--- config.mk ---
export PLATFORM = sky130hd
export DESIGN_NAME = fragment_reassembly_repeat_confirm_flat
export DESIGN_NICKNAME = d
export VERILOG_FILES = /design/src/hw/rtl/frc_pkg.sv /design/src/hw/rtl/frc_in_if.sv /design/src/hw/rtl/frc_out_if.sv /design/src/hw/rtl/frc_ram.sv /design/src/hw/rtl/frc_out.sv /design/src/hw/rtl/fragment_reassembly_repeat_confirm.sv /design/src/flat_wrapper.sv
export SDC_FILE = /design/constraint.sdc
export NUM_CORES = 1
export LEC_CHECK = 0
export ABC_CLOCK_PERIOD_IN_PS = 9700
export BUFFER_PORTS_ARGS = -buffer_cell sky130_fd_sc_hd__buf_4
export CORE_ASPECT_RATIO = 1.5
export CORE_MARGIN = 5
export CORE_UTILIZATION = 33
export CTS_BUF_LIST = sky130_fd_sc_hd__clkbuf_8
export DETAILED_ROUTE_END_ITERATION = 7
export GPL_TIMING_DRIVEN = 0
export HOLD_SLACK_MARGIN = 0.15
export PLACE_DENSITY = 0.45
export RECOVER_POWER = 25
export SYNTH_ARGS = -nofsm -noshare
export SYNTH_HDL_FRONTEND = slang
export SYNTH_SLANG_ARGS = --single-unit
--- constraint.sdc ---
create_clock -name clk -period 9.7 [get_ports clk]
set_input_delay 0.97 -clock clk [delete_from_list [all_inputs] [get_ports clk]]
set_output_delay 0.97 -clock clk [all_outputs]
set_load 0.005 [all_outputs]
--- src/hw/rtl/frc_pkg.sv ---
// shared types and constants for the fragment reassembly block
package frc_pkg;

	// packet lead characters
	localparam logic [7:0] LEAD_SENSOR   = 8'h73; // 's'
	localparam logic [7:0] LEAD_DISC_TOP = 8'h77; // 'w'
	localparam logic [7:0] LEAD_DISC_LFT = 8'h61; // 'a'
	localparam logic [7:0] LEAD_DISC_BOT = 8'h78; // 'x'
	localparam logic [7:0] LEAD_DISC_RGT = 8'h64; // 'd'
	localparam logic [7:0] LEAD_FRAG_TOP = 8'h74; // 't'
	localparam logic [7:0] LEAD_FRAG_LFT = 8'h6c; // 'l'
	localparam logic [7:0] LEAD_FRAG_BOT = 8'h62; // 'b'
	localparam logic [7:0] LEAD_FRAG_RGT = 8'h72; // 'r'
	localparam logic [7:0] DIGIT_ZERO    = 8'h30; // '0'

	// result event codes
	localparam logic [2:0] EV_FRAG    = 3'd0;
	localparam logic [2:0] EV_NOCONF  = 3'd1;
	localparam logic [2:0] EV_CONF    = 3'd2;
	localparam logic [2:0] EV_SENSOR  = 3'd3;
	localparam logic [2:0] EV_DISC    = 3'd4;
	localparam logic [2:0] EV_UNKNOWN = 3'd5;

	// side codes
	localparam logic [1:0] SIDE_TOP = 2'd0;
	localparam logic [1:0] SIDE_LFT = 2'd1;
	localparam logic [1:0] SIDE_BOT = 2'd2;
	localparam logic [1:0] SIDE_RGT = 2'd3;

	// one three-byte chunk, byte 0 in the low bits
	localparam int CHUNK_BITS = 24;

	typedef enum logic [2:0] {
		S_IDLE,
		S_CMP,
		S_SHIFT,
		S_EMIT,
		S_POST
	} state_t;

	typedef struct packed {
		logic [2:0] event_res;
		logic [1:0] side;
		logic [2:0] chunk_index;
		logic [7:0] data_a;
		logic [7:0] data_b;
		logic [7:0] data_c;
		logic [3:0] connect_mask;
		logic       last_of_run;
	} res_t;

endpackage

--- src/hw/rtl/frc_in_if.sv ---
// packet request channel
interface frc_in_if;
	logic       valid;
	logic       ready;
	logic [7:0] lead_byte;
	logic [7:0] fragment_digit;
	logic [7:0] payload_a;
	logic [7:0] payload_b;
	logic [7:0] payload_c;

	modport source (
		output valid, lead_byte, fragment_digit, payload_a, payload_b, payload_c,
		input  ready
	);
	modport sink (
		input  valid, lead_byte, fragment_digit, payload_a, payload_b, payload_c,
		output ready
	);
endinterface

--- src/hw/rtl/frc_out_if.sv ---
// result request channel
interface frc_out_if;
	logic       valid;
	logic       ready;
	logic [2:0] event_res;
	logic [1:0] side;
	logic [2:0] chunk_index;
	logic [7:0] data_a;
	logic [7:0] data_b;
	logic [7:0] data_c;
	logic [3:0] connect_mask;
	logic       last_of_run;

	modport source (
		output valid, event_res, side, chunk_index, data_a, data_b, data_c,
		       connect_mask, last_of_run,
		input  ready
	);
	modport sink (
		input  valid, event_res, side, chunk_index, data_a, data_b, data_c,
		       connect_mask, last_of_run,
		output ready
	);
endinterface

--- src/hw/rtl/frc_ram.sv ---
// generic single-write, single-read ram with registered read data
module frc_ram #(
	parameter int WIDTH = 24,
	parameter int DEPTH = 20
) (
	input  logic                                 clk,
	input  logic                                 we,
	input  logic [((DEPTH > 1) ? $clog2(DEPTH) : 1)-1:0] waddr,
	input  logic [WIDTH-1:0]                     wdata,
	input  logic                                 re,
	input  logic [((DEPTH > 1) ? $clog2(DEPTH) : 1)-1:0] raddr,
	output logic [WIDTH-1:0]                     rdata
);

	logic [WIDTH-1:0] mem_q [DEPTH];
	logic [WIDTH-1:0] rd_q;

	// write port and registered read port
	always_ff @(posedge clk) begin
		if (we) begin
			mem_q[waddr] <= wdata;
		end
		if (re) begin
			rd_q <= mem_q[raddr];
		end
	end

	assign rdata = rd_q;

endmodule

--- src/hw/rtl/frc_out.sv ---
// result output register, parts the sequencer from the result sink
module frc_out (
	input  logic            clk,
	input  logic            arst_n,
	input  logic            load,
	input  frc_pkg::res_t   res,
	output logic            free,
	frc_out_if.source       rsp
);

	logic          vld_q;
	frc_pkg::res_t res_q;

	// slot is free when empty or being drained this cycle
	assign free = !vld_q || rsp.ready;

	// valid flag
	always_ff @(posedge clk or negedge arst_n) begin
		if (!arst_n) begin
			vld_q <= 1'b0;
		end else if (load) begin
			vld_q <= 1'b1;
		end else if (rsp.ready) begin
			vld_q <= 1'b0;
		end
	end

	// payload
	always_ff @(posedge clk) begin
		if (load) begin
			res_q <= res;
		end
	end

	assign rsp.valid        = vld_q;
	assign rsp.event_res    = res_q.event_res;
	assign rsp.side         = res_q.side;
	assign rsp.chunk_index  = res_q.chunk_index;
	assign rsp.data_a       = res_q.data_a;
	assign rsp.data_b       = res_q.data_b;
	assign rsp.data_c       = res_q.data_c;
	assign rsp.connect_mask = res_q.connect_mask;
	assign rsp.last_of_run  = res_q.last_of_run;

	// a loaded result must not overwrite one that is still waiting
	a_no_overwrite: assert property (@(posedge clk) disable iff (!arst_n)
		load |-> (!vld_q || rsp.ready))
		else $error("result register overwritten while stalled");

	// a stalled result stays put
	a_hold: assert property (@(posedge clk) disable iff (!arst_n)
		(vld_q && !rsp.ready) |=> (vld_q && $stable(res_q)))
		else $error("stalled result changed");

	// nothing is lost: an unloaded, drained register goes empty
	a_drain: assert property (@(posedge clk) disable iff (!arst_n)
		(vld_q && rsp.ready && !load) |=> !vld_q)
		else $error("drained result still valid");

endmodule

--- src/hw/rtl/fragment_reassembly_repeat_confirm.sv ---
// fragment reassembly with repeat confirmation: sequencer, message and history rams
//
//  channel | dir | payload                                         | handshake
//  pkt     | in  | lead_byte fragment_digit payload_a/b/c           | valid/ready
//  rsp     | out | event_res side chunk_index data_a/b/c           | valid/ready
//          |     | connect_mask last_of_run                        |
//
// sequence: one-result packets pass through the post step; a fragment that fills the
//   mask adds a compare pass, then a shift pass and one result, or FRAGMENT_COUNT chunks.
// reset: ram contents are masked by per-entry valid bits, no clearing pass.
// stalls: a stalled result holds the sequencer in its emit or post step;
//   a new packet is taken as soon as the sequencer is idle.
module fragment_reassembly_repeat_confirm #(
	parameter int FRAGMENT_COUNT = 5,
	parameter int MESSAGE_BYTES  = 15
) (
	input  logic      clk,
	input  logic      arst_n,
	frc_in_if.sink    pkt,
	frc_out_if.source rsp
);

	localparam int FC        = FRAGMENT_COUNT;
	localparam int MSG_DEPTH = 4 * FC;
	localparam int MAW       = $clog2(MSG_DEPTH);
	localparam int HAW       = (FC > 1) ? $clog2(FC) : 1;
	localparam int CW        = $clog2(FC + 1);
	localparam int CB        = frc_pkg::CHUNK_BITS;
	localparam logic [FC-1:0] FULL_MASK = '1;
	localparam logic [7:0]    DIGIT_END = frc_pkg::DIGIT_ZERO + 8'(FC);

	frc_pkg::state_t state_q, state_d;

	logic [1:0]      sd_q, sd_d;
	logic [2:0]      ev_q, ev_d;
	logic [1:0]      side_q, side_d;
	logic [CB-1:0]   dat_q, dat_d;
	logic [CW-1:0]   cnt_q, cnt_d;
	logic            match_q, match_d;
	logic [3:0][FC-1:0] mask_q;
	logic [3:0]      connect_q;
	logic [MSG_DEPTH-1:0] msg_vld_q;
	logic [FC-1:0]   hist_vld_q;

	logic            rdv_s1;
	logic [HAW-1:0]  idx_s1;
	logic            vmsg_s1;
	logic            vhist_s1;

	// lead decode
	logic            is_sensor, is_disc, is_frag;
	logic [1:0]      lead_side;
	logic            dig_ok;
	logic [HAW-1:0]  slot;
	logic [FC-1:0]   new_mask;

	// sequencer outputs
	logic            mask_we;
	logic [FC-1:0]   mask_wd;
	logic            connect_set;
	logic            rd_issue;
	logic            rd_take;
	logic            load;
	frc_pkg::res_t   res;
	logic            out_free;

	// ram ports
	logic            msg_we;
	logic [MAW-1:0]  msg_waddr, msg_raddr;
	logic [CB-1:0]   msg_rdata;
	logic            hist_we;
	logic [HAW-1:0]  hist_raddr;
	logic [2*CB-1:0] hist_wdata, hist_rdata;

	// read data after valid masking
	logic [CB-1:0]   msg_chunk, newer, older;

	// zero the bytes of a chunk that lie past the message end
	function automatic logic [CB-1:0] chunk_mask(logic [CB-1:0] d, logic [HAW-1:0] k);
		logic [CB-1:0] r;
		r = d;
		for (int b = 0; b < 3; b++) begin
			if (int'(k) * 3 + b >= MESSAGE_BYTES) begin
				r[b*8 +: 8] = 8'h00;
			end
		end
		return r;
	endfunction

	assign pkt.ready = (state_q == frc_pkg::S_IDLE);

	// lead character decode
	always_comb begin
		is_sensor = 1'b0;
		is_disc   = 1'b0;
		is_frag   = 1'b0;
		lead_side = frc_pkg::SIDE_TOP;
		case (pkt.lead_byte)
			frc_pkg::LEAD_SENSOR:   is_sensor = 1'b1;
			frc_pkg::LEAD_DISC_TOP: begin is_disc = 1'b1; lead_side = frc_pkg::SIDE_TOP; end
			frc_pkg::LEAD_DISC_LFT: begin is_disc = 1'b1; lead_side = frc_pkg::SIDE_LFT; end
			frc_pkg::LEAD_DISC_BOT: begin is_disc = 1'b1; lead_side = frc_pkg::SIDE_BOT; end
			frc_pkg::LEAD_DISC_RGT: begin is_disc = 1'b1; lead_side = frc_pkg::SIDE_RGT; end
			frc_pkg::LEAD_FRAG_TOP: begin is_frag = 1'b1; lead_side = frc_pkg::SIDE_TOP; end
			frc_pkg::LEAD_FRAG_LFT: begin is_frag = 1'b1; lead_side = frc_pkg::SIDE_LFT; end
			frc_pkg::LEAD_FRAG_BOT: begin is_frag = 1'b1; lead_side = frc_pkg::SIDE_BOT; end
			frc_pkg::LEAD_FRAG_RGT: begin is_frag = 1'b1; lead_side = frc_pkg::SIDE_RGT; end
			default: ;
		endcase
	end

	// fragment slot and updated mask
	assign dig_ok   = (pkt.fragment_digit >= frc_pkg::DIGIT_ZERO) &&
	                  (pkt.fragment_digit < DIGIT_END);
	assign slot     = HAW'(pkt.fragment_digit - frc_pkg::DIGIT_ZERO);
	assign new_mask = ((slot == '0) ? '0 : mask_q[lead_side]) | (FC'(1) << slot);

	// ram addressing
	assign msg_waddr  = MAW'(lead_side) * MAW'(FC) + MAW'(slot);
	assign msg_raddr  = MAW'(sd_q) * MAW'(FC) + MAW'(cnt_q);
	assign hist_raddr = HAW'(cnt_q);

	// masked read data
	assign msg_chunk  = vmsg_s1 ? chunk_mask(msg_rdata, idx_s1) : '0;
	assign newer      = vhist_s1 ? hist_rdata[CB-1:0] : '0;
	assign older      = vhist_s1 ? hist_rdata[2*CB-1:CB] : '0;
	assign hist_wdata = {newer, msg_chunk};

	// next state and sequencer outputs
	always_comb begin
		state_d     = state_q;
		sd_d        = sd_q;
		ev_d        = ev_q;
		side_d      = side_q;
		dat_d       = dat_q;
		cnt_d       = cnt_q;
		match_d     = match_q;
		mask_we     = 1'b0;
		mask_wd     = new_mask;
		connect_set = 1'b0;
		msg_we      = 1'b0;
		hist_we     = 1'b0;
		rd_issue    = 1'b0;
		rd_take     = 1'b0;
		load        = 1'b0;
		res         = '0;
		case (state_q)
			frc_pkg::S_IDLE: begin
				if (pkt.valid) begin
					dat_d   = '0;
					side_d  = frc_pkg::SIDE_TOP;
					state_d = frc_pkg::S_POST;
					if (is_sensor) begin
						ev_d  = frc_pkg::EV_SENSOR;
						dat_d = {pkt.payload_b, pkt.payload_a, pkt.fragment_digit};
					end else if (is_disc) begin
						ev_d   = frc_pkg::EV_DISC;
						side_d = lead_side;
					end else if (is_frag) begin
						sd_d   = lead_side;
						side_d = lead_side;
						if (!dig_ok) begin
							ev_d = frc_pkg::EV_UNKNOWN;
						end else begin
							msg_we  = 1'b1;
							mask_we = 1'b1;
							if (new_mask == FULL_MASK) begin
								cnt_d   = '0;
								match_d = 1'b1;
								state_d = frc_pkg::S_CMP;
							end else begin
								ev_d = frc_pkg::EV_FRAG;
							end
						end
					end else begin
						ev_d = frc_pkg::EV_UNKNOWN;
					end
				end
			end
			frc_pkg::S_CMP: begin
				rd_issue = (cnt_q < CW'(FC));
				rd_take  = rdv_s1;
				if (rd_issue) begin
					cnt_d = cnt_q + 1'b1;
				end
				if (rdv_s1) begin
					match_d = match_q && (msg_chunk == newer) && (newer == older) &&
					          ((idx_s1 != '0) || (msg_chunk[7:0] != 8'h00));
				end
				if (!rd_issue && !rdv_s1) begin
					cnt_d = '0;
					if (match_q) begin
						mask_we     = 1'b1;
						mask_wd     = '0;
						connect_set = 1'b1;
						state_d     = frc_pkg::S_EMIT;
					end else begin
						state_d = frc_pkg::S_SHIFT;
					end
				end
			end
			frc_pkg::S_SHIFT: begin
				rd_issue = (cnt_q < CW'(FC));
				rd_take  = rdv_s1;
				if (rd_issue) begin
					cnt_d = cnt_q + 1'b1;
				end
				hist_we = rdv_s1;
				if (!rd_issue && !rdv_s1) begin
					ev_d    = frc_pkg::EV_NOCONF;
					side_d  = sd_q;
					dat_d   = '0;
					state_d = frc_pkg::S_POST;
				end
			end
			frc_pkg::S_EMIT: begin
				rd_take  = rdv_s1 && out_free;
				rd_issue = (cnt_q < CW'(FC)) && (!rdv_s1 || rd_take);
				if (rd_issue) begin
					cnt_d = cnt_q + 1'b1;
				end
				if (rd_take) begin
					load             = 1'b1;
					res.event_res    = frc_pkg::EV_CONF;
					res.side         = sd_q;
					res.chunk_index  = 3'(idx_s1);
					res.data_a       = msg_chunk[7:0];
					res.data_b       = msg_chunk[15:8];
					res.data_c       = msg_chunk[23:16];
					res.connect_mask = connect_q;
					res.last_of_run  = (idx_s1 == HAW'(FC - 1));
					if (idx_s1 == HAW'(FC - 1)) begin
						state_d = frc_pkg::S_IDLE;
					end
				end
			end
			frc_pkg::S_POST: begin
				if (out_free) begin
					load             = 1'b1;
					res.event_res    = ev_q;
					res.side         = side_q;
					res.chunk_index  = '0;
					res.data_a       = dat_q[7:0];
					res.data_b       = dat_q[15:8];
					res.data_c       = dat_q[23:16];
					res.connect_mask = connect_q;
					res.last_of_run  = 1'b1;
					state_d          = frc_pkg::S_IDLE;
				end
			end
			default: state_d = frc_pkg::S_IDLE;
		endcase
	end

	// state register
	always_ff @(posedge clk or negedge arst_n) begin
		if (!arst_n) begin
			state_q <= frc_pkg::S_IDLE;
		end else begin
			state_q <= state_d;
		end
	end

	// control registers, masks, connect bits and ram valid bits
	always_ff @(posedge clk or negedge arst_n) begin
		if (!arst_n) begin
			cnt_q      <= '0;
			match_q    <= 1'b0;
			mask_q     <= '0;
			connect_q  <= '0;
			msg_vld_q  <= '0;
			hist_vld_q <= '0;
			rdv_s1     <= 1'b0;
		end else begin
			cnt_q   <= cnt_d;
			match_q <= match_d;
			rdv_s1  <= rd_issue || (rdv_s1 && !rd_take);
			if (mask_we) begin
				mask_q[(state_q == frc_pkg::S_IDLE) ? lead_side : sd_q] <= mask_wd;
			end
			if (connect_set) begin
				connect_q <= connect_q | (4'b0001 << sd_q);
			end
			if (msg_we) begin
				msg_vld_q[msg_waddr] <= 1'b1;
			end
			if (hist_we) begin
				hist_vld_q[idx_s1] <= 1'b1;
			end
		end
	end

	// payload registers and read tags
	always_ff @(posedge clk) begin
		sd_q   <= sd_d;
		ev_q   <= ev_d;
		side_q <= side_d;
		dat_q  <= dat_d;
		if (rd_issue) begin
			idx_s1   <= HAW'(cnt_q);
			vmsg_s1  <= msg_vld_q[msg_raddr];
			vhist_s1 <= hist_vld_q[HAW'(cnt_q)];
		end
	end

	// message store: four sides of FRAGMENT_COUNT chunks
	frc_ram #(
		.WIDTH (CB),
		.DEPTH (MSG_DEPTH)
	) u_msg_ram (
		.clk   (clk),
		.we    (msg_we),
		.waddr (msg_waddr),
		.wdata ({pkt.payload_c, pkt.payload_b, pkt.payload_a}),
		.re    (rd_issue),
		.raddr (msg_raddr),
		.rdata (msg_rdata)
	);

	// history: newer in the low half, older in the high half
	frc_ram #(
		.WIDTH (2 * CB),
		.DEPTH (FC)
	) u_hist_ram (
		.clk   (clk),
		.we    (hist_we),
		.waddr (idx_s1),
		.wdata (hist_wdata),
		.re    (rd_issue),
		.raddr (hist_raddr),
		.rdata (hist_rdata)
	);

	frc_out u_out (
		.clk    (clk),
		.arst_n (arst_n),
		.load   (load),
		.res    (res),
		.free   (out_free),
		.rsp    (rsp)
	);

	// the compare pass only runs for a side whose mask is full
	a_cmp_full: assert property (@(posedge clk) disable iff (!arst_n)
		(state_q == frc_pkg::S_CMP) |-> (mask_q[sd_q] == FULL_MASK))
		else $error("compare pass on a side with an incomplete mask");

	// chunks go out only after the side is marked connected and its mask cleared
	a_emit_conn: assert property (@(posedge clk) disable iff (!arst_n)
		(state_q == frc_pkg::S_EMIT) |-> (connect_q[sd_q] && (mask_q[sd_q] == '0)))
		else $error("emitting chunks for an unconfirmed side");

	// no ram read is in flight outside the passes
	a_no_stray_read: assert property (@(posedge clk) disable iff (!arst_n)
		(state_q == frc_pkg::S_IDLE || state_q == frc_pkg::S_POST) |-> !rdv_s1)
		else $error("ram read left in flight");

	// the last confirmed chunk carries the last index
	a_last_chunk: assert property (@(posedge clk) disable iff (!arst_n)
		(load && res.event_res == frc_pkg::EV_CONF && res.last_of_run) |->
		(res.chunk_index == 3'(FC - 1)))
		else $error("last confirmed chunk has a wrong index");

endmodule

--- src/flat_wrapper.sv ---
// flat-port wrapper written by rule: the top's interface ports become plain ports
module fragment_reassembly_repeat_confirm_flat 
#(
	parameter int FRAGMENT_COUNT = 5,
	parameter int MESSAGE_BYTES  = 15
)
  (clk, arst_n, pkt_valid, pkt_lead_byte, pkt_fragment_digit, pkt_payload_a, pkt_payload_b, pkt_payload_c, pkt_ready, rsp_valid, rsp_event_res, rsp_side, rsp_chunk_index, rsp_data_a, rsp_data_b, rsp_data_c, rsp_connect_mask, rsp_last_of_run, rsp_ready);
  frc_in_if pkt_i ();
  frc_out_if rsp_i ();
  input  logic clk;
  input  logic arst_n;
  input wire logic [$bits(pkt_i.valid)-1:0] pkt_valid;
  input wire logic [$bits(pkt_i.lead_byte)-1:0] pkt_lead_byte;
  input wire logic [$bits(pkt_i.fragment_digit)-1:0] pkt_fragment_digit;
  input wire logic [$bits(pkt_i.payload_a)-1:0] pkt_payload_a;
  input wire logic [$bits(pkt_i.payload_b)-1:0] pkt_payload_b;
  input wire logic [$bits(pkt_i.payload_c)-1:0] pkt_payload_c;
  output wire logic [$bits(pkt_i.ready)-1:0] pkt_ready;
  output wire logic [$bits(rsp_i.valid)-1:0] rsp_valid;
  output wire logic [$bits(rsp_i.event_res)-1:0] rsp_event_res;
  output wire logic [$bits(rsp_i.side)-1:0] rsp_side;
  output wire logic [$bits(rsp_i.chunk_index)-1:0] rsp_chunk_index;
  output wire logic [$bits(rsp_i.data_a)-1:0] rsp_data_a;
  output wire logic [$bits(rsp_i.data_b)-1:0] rsp_data_b;
  output wire logic [$bits(rsp_i.data_c)-1:0] rsp_data_c;
  output wire logic [$bits(rsp_i.connect_mask)-1:0] rsp_connect_mask;
  output wire logic [$bits(rsp_i.last_of_run)-1:0] rsp_last_of_run;
  input wire logic [$bits(rsp_i.ready)-1:0] rsp_ready;
  assign pkt_i.valid = pkt_valid;
  assign pkt_i.lead_byte = pkt_lead_byte;
  assign pkt_i.fragment_digit = pkt_fragment_digit;
  assign pkt_i.payload_a = pkt_payload_a;
  assign pkt_i.payload_b = pkt_payload_b;
  assign pkt_i.payload_c = pkt_payload_c;
  assign pkt_ready = pkt_i.ready;
  assign rsp_valid = rsp_i.valid;
  assign rsp_event_res = rsp_i.event_res;
  assign rsp_side = rsp_i.side;
  assign rsp_chunk_index = rsp_i.chunk_index;
  assign rsp_data_a = rsp_i.data_a;
  assign rsp_data_b = rsp_i.data_b;
  assign rsp_data_c = rsp_i.data_c;
  assign rsp_connect_mask = rsp_i.connect_mask;
  assign rsp_last_of_run = rsp_i.last_of_run;
  assign rsp_i.ready = rsp_ready;
  fragment_reassembly_repeat_confirm #(.FRAGMENT_COUNT(FRAGMENT_COUNT), .MESSAGE_BYTES(MESSAGE_BYTES)) u_core (.clk(clk), .arst_n(arst_n), .pkt(pkt_i), .rsp(rsp_i));
endmodule
==> metrics.cfg, run 1 <==
[floorplanning]
core-area_um2 = 112600
die_area_um2 = 120000
io_pins = 83
start_util_pct = 33.12
row_count = 151
die_w_um = 284.5
fp.dieH_um = 421.7

[yosys]
ys_ff_latch = 923
synthFlopType = edfxtp_1
yosysSeqAreaShare_pct = 73.54
synth_simple_gate_area_share_pct = 5.143
synthesis.nets = 1959
yosys.area_share.xor_xnor_pct = 0.7750
yosysWarningCount = 0
ys_types = 80
syn_area_per_cell_um2 = 19.76
synthAdderAreaFrac_pct = 0.9998
synth_edf_count = 865
synthArstFlopShare_pct = 6.284
synth_compound_area_share_pct = 2.946
synth_mux_area_share_pct = 15.17
syn-cell-area_um2 = 37290
synth_top_family_by_area = multiplexers
syn_inst = 1887

[clocking]
clock_latency_ns = 0.84
root_buffer = clkbuf_8
cts.sinks = 923
htree_levels = 4
cts_tree = built
clockBufferDepth = 3
cts_made_buffers = 146
cts_setup_buffers = 0
cts.clk_slew.worst_paths_ns = 0.06
ctsHoldBuffers = 0
cts_resized = 0

[sta]
worst_pin_slew_ns = 1.189
min_period_over_period_pct = 47.27
setup_viol = 0
finalHoldViolCount = 0
rsz0062_at_grt = no
clock_skew_ns = 0.03061
slew_headroom_pct = 20.76
hold_slack_ns = 0.2406
max_freq_mhz = 218.1
layout_min_cycle_time_ns = 4.585
timing_max_transition_violations_final = 0

[cells_and_area]
nFillCells = 10380
instances_no_fill = 3743
syn2layout_area_growth_pct = 16.37
multi_input_area_um2 = 9533
regArea_um2 = 27430
drive_above_1_share_pct = 29.35
final_common_cell = edfxtp_1
nNetsFinal = 2242
final_cell_mix = 865 x edfxtp_1, 199 x mux4_2, 152 x clkbuf_8

[grt]
grt_use_met2_pct = 32.98
grt_use_met3_pct = 3.771
grt_pass1_wl_mm = 144.2
grt_pass1_vias = 20710
met1_usage_pct = 16.98
grt_max_degree = 59
grt_overflow = 0
grt_usage_pct = 16.60
grt-busiest-layer = met2
antenna_found_initial = 8

[routing]
num_vias = 18850
dr.pass1.iters = 5
final_antenna_net_count = 0
remaining_drc_errors = 0
drt-wirelength-per-cell_um = 26.76
drtIter0Drc = 1309
via_per_inst = 5.036
drt_wl_total_mm = 100.1

[power]
vdd_drop_max_mv = 0.08489
p_per_area_nw_per_um2 = 177.2
power.leakage_uw = 0.01435

[placed_design]
portBuffers = 79
dp_hpwl_mm = 72.06
routabilityCongestion = 0.7581
place_inst = 3475

[worst_setup_path]
critPathKind = reg2reg
r2r_slack_ns = 5.12
arrival_ns = 5.13
cp-start-kind = register
cp-end-kind = register
cp.required_ns = 10.24
worst-path-max-fanout = 10

[hold_path]
min-delay-path-class = in2async

[status]
status = completed

[flow_run]
max_cap_viol_count = 0

==> synthesized netlist by cell type, types with 23 or more instances <==
| cell | number | share of area, % |
|---|---|---|
| a22o_1 | 26 | 0.61 |
| and2_1 | 59 | 0.99 |
| and3_1 | 23 | 0.39 |
| clkbuf_1 | 58 | 0.58 |
| dfrtp_1 | 58 | 3.9 |
| edfxtp_1 | 865 | 70 |
| ha_1 | 25 | 0.84 |
| inv_1 | 38 | 0.38 |
| mux2_2 | 93 | 2.8 |
| mux4_2 | 199 | 12 |
| nand2_1 | 39 | 0.39 |
| nor2_1 | 55 | 0.55 |
| nor3_1 | 23 | 0.31 |
==> state kept, by name, summed over array words and instances, names as in the netlist, 8 cells and up <==
name	count
u_core.dat_q	24
u_core.mask_q	20
u_core.msg_vld_q	20
u_core.u_hist_ram.mem_q	240
u_core.u_hist_ram.rdata	48
u_core.u_msg_ram.mem_q	480
u_core.u_msg_ram.rdata	24
u_core.u_out.rsp.data_a	8
u_core.u_out.rsp.data_b	8
u_core.u_out.rsp.data_c	8
==> metal layers <==
| layer | up-vias | share of wire (%) |
|---|---|---|
| li1 | 8286 | - |
| met1 | 9973 | 35 |
| met2 | 421 | 58 |
| met3 | 164 | 4.2 |
| met4 | 6 | 2.8 |
| met5 | - | 0.034 |
==> report_power, final <==
| part | switching, µW | leakage (µW) | internal [µW] |
|---|---|---|---|
| Clock | 1550 | 0.00153 | 1540 |
| Sequential | 14.1 | 0.00864 | 4370 |
| Combinational | 140 | 0.00418 | 72.0 |
| Total | 1710 | 0.0143 | 5980 |
==> cell type report <==
class / count / share of cell area [%]
Clock inverter: 112 / 1.329
Buffer: 91 / 0.8851
Sequential cell: 923 / 63.19
Inverter: 39 / 0.3373
Timing Repair Buffer: 135 / 3.258
Multi-Input combinational cell: 834 / 21.96
Antenna cell: 4 / 0.02306
Tap cell: 1453 / 4.189
Clock buffer: 152 / 4.820
==> worst max-delay path: stages, from the launching register on <==
cell	delay [ns]
edfxtp_1	0.46
ha_1	0.31
ha_1	0.29
clkbuf_1	0.64
buf_2	0.43
clkbuf_1	0.73
clkbuf_1	0.64
mux4_2	0.34
nand2_1	0.05
o21ai_0	0.39
==> path summary, 6_finish.rpt <==
kind,end,depth (start not counted),start
max in group asynchronous,u_core.hist_vld_q[1],1,arst_n
worst min register to register,u_core.msg_vld_q[19],1,u_core.msg_vld_q[19]
worst max register to register,u_core.vmsg_s1,9,u_core.sd_q[1]
worst min-delay path,u_core.msg_vld_q[18],1,arst_n
min in group clk,u_core.dat_q[4],2,pkt_fragment_digit[4]
worst max-delay path,u_core.vmsg_s1,9,u_core.sd_q[1]
==> cells by family (layout without fill, tap and decap cells) <==
kind of cell             after synthesis  in the layout
adder cells (fa/ha/maj)               28             28
multiplexers                         305            305
other                                  0              4
XOR/XNOR                              33             33
AO/OA/AOI/OAI                        142            142
flip-flops                           923            923
buffers and inverters                130            529
AND/OR/NAND/NOR                      326            326
==> per-stage QoR <==
stage               cell area, µm²  TNS, ns  utilization, %  worst slack, ns  power (µW)
floorplan                    37290        0               -            4.140        4546
global placement             39710   -57.13           35.26          -0.6986        4680
detailed placement           40800        0           36.24            4.416        4692
CTS                          43470        0           38.61            4.946        7821
global route                 43390        0           38.54            4.716        7991
finish                       43400        0           38.54            5.115        7692
Note: power is estimated with default switching activity, not from simulation.
==> inputs of run 2 (changes only) <==
- ABC_CLOCK_PERIOD_IN_PS: 9700 -> 4240
- clock period: 9.7 -> 4.24 ns (I/O delays scaled with it)
==> run 2 against run 1 <==
  * Critical path depth grew 3
  * First-iteration DRC count down 5.8%
  * Sequential cell count stayed put
  * Highest routed layer is now met4
==> metrics.cfg, run 2 (synthesis gave the netlist of run 1 again) <==
[power]
seqPwrFrac_pct = 56.7
finalPower_uw = 17690
vdd_drop_max_mv = 0.2131
power.switching_uw = 3871
intPower_uw = 13820
clkPwrFrac_pct = 40.4
p_per_area_nw_per_um2 = 403.7
pwr-share-comb_pct = 2.9
sw_frac_of_total_pct = 21.88
power.leakage_uw = 0.01452

[clocking]
cts_tree = built
cts.sinks = 923
cts_setup_buffers = 0
clock_latency_ns = 0.83
cts.clk_slew.worst_paths_ns = 0.06
clockBufferDepth = 3
htree_levels = 4
cts_made_buffers = 147
root_buffer = clkbuf_8

[floorplanning]
row_count = 151
core-area_um2 = 112600
start_util_pct = 33.12
fp.dieH_um = 421.7
die_w_um = 284.5
io_pins = 83
die_area_um2 = 120000

[flow_run]
max_cap_viol_count = 0

[routing]
drt_wl_total_mm = 100.0
via_per_inst = 5.020
final_antenna_net_count = 0
remaining_drc_errors = 0
drtIter0Drc = 1233
dr.pass1.iters = 5
drt-wirelength-per-cell_um = 26.55
num_vias = 18910

[placed_design]
place_ws_ns = -0.4772
portBuffers = 79
dp_hpwl_mm = 71.89
routabilityCongestion = 0.7677

[cells_and_area]
final_common_cell = edfxtp_1
nNetsFinal = 2276
largest-register = u_core.u_msg_ram.mem_q
nFillCells = 10340
syn2layout_area_growth_pct = 17.52
final_cell_mix = 865 x edfxtp_1, 199 x mux4_2, 152 x clkbuf_8
largest_reg_flops = 480
drive_above_1_share_pct = 29.20

[sta]
timing_max_transition_violations_final = 0
layout_min_cycle_time_ns = 4.052
finalHoldViolCount = 0
max_freq_mhz = 246.8
slew_headroom_pct = 19.53
min_period_over_period_pct = 95.56
setup_viol = 0
clock_skew_ns = 0.03899
rsz0062_at_grt = no
worst_pin_slew_ns = 1.207
timing.final.ws_setup_ns = 0.1882

[grt]
grt_pass1_wl_mm = 145.8
grt_overflow = 0
grt_pass1_vias = 20780
grt_max_degree = 59
antenna_found_initial = 4
grt_usage_pct = 16.69

[worst_setup_path]
critPathKind = reg2reg
cp-end-kind = register
worstReg2RegStart = u_core.idx_s1[0]
cp.required_ns = 4.89
arrival_ns = 4.70
r2r-end = u_core.match_q
cp-start-kind = register
worst-path-max-fanout = 8
ff2ff_path_depth = 12
r2r_slack_ns = 0.19

[hold_path]
min-delay-path-class = in2async

[status]
status = completed

-- run 2: metrics by stage --
| step | area, µm² | std cells | hold slack (ns) | utilization [%] | TNS [ns] |
|---|---|---|---|---|---|
| after floorplan | 37350 | 1887 | 0.1284 | - | -202.98 |
| final | 43830 | 3767 | 0.2563 | 38.92 | 0 |
| after global routing | 43830 | 3767 | 0.2489 | 38.92 | 0 |
| after global placement | 39760 | 3419 | 0.4447 | 35.31 | -2022.20 |
| after detailed placement | 40850 | 3474 | 0.4470 | 36.28 | -136.33 |
| after CTS | 43910 | 3765 | 0.1800 | 38.99 | 0 |
-- run 2: routing by layer --
| metal | GRT usage, % | wire length [µm] | share of wire [%] | vias up |
|---|---|---|---|---|
| met3 | 3.166 | 3698 | 3.7 | 143 |
| met1 | 18.04 | 36280 | 36 | 10010 |
| met4 | 5.052 | 2578 | 2.6 | 0 |
| met5 | 0 | 0 | 0 | - |
| met2 | 32.62 | 57450 | 57 | 404 |
| li1 | - | - | - | 8355 |
-- run 2: worst max-delay path, cell delays in order (launching register included) --
cell      delay [ns]
edfxtp_1        0.56
ha_1            0.29
inv_1           0.07
fa_1            0.46
inv_1           0.11
ha_1            0.20
nand2_1         0.11
and4_1          0.23
nor3_2          0.47
and3_1          0.50
xnor2_1         0.28
nand4_1         0.18
o31ai_2         0.43
-- run 2: layout make-up --
class	instances	area [µm²]	share of cell area [%]
antenna	2	5.005	0.01142
buffer	90	384.1	0.8764
clock buffer	152	2092	4.773
clock inverter	105	594.3	1.356
inverter	39	146.4	0.3340
multi-input combinational	834	9553	21.80
sequential	923	27430	62.58
tap	1453	1818	4.148
timing repair buffer	169	1808	4.125
-- run 2: worst max-delay path by stage --
stage | slack (ns) | cells past startpoint | to | from
2_1_floorplan | -1.04 | 5 | u_core.u_hist_ram.mem_q[0][0] | u_core.state_q[1]
3_3_place_gp | -6.03 | 6 | u_core.hist_vld_q[2] | u_core.state_q[1]
3_5_place_dp | -0.48 | 16 | u_core.u_msg_ram.mem_q[7][13] | pkt_lead_byte[1]
4_1_cts | 0.01 | 11 | u_core.match_q | u_core.idx_s1[0]
5_1_grt | 0.007 | 13 | u_core.match_q | u_core.idx_s1[0]
6_report | 0.19 | 12 | u_core.match_q | u_core.idx_s1[0]
-- run 2: repair_timing --
action	CTS	global route
pin swaps	0	0
endpoints found under the setup margin	21	1
hold buffers	35	0
gates resized for setup	6	2
cloned	0	0
hold endpoints to repair	567	0
-- run 2: power groups by stage --
stage | sequential [µW] | combinational (µW) | clock, µW
floorplan | 10200 | 183 | 0
global placement | 10200 | 483 | 0
detailed placement | 10200 | 509 | 0
CTS | 10000 | 538 | 7410
global route | 10000 | 556 | 7820
finish | 10000 | 511 | 7140
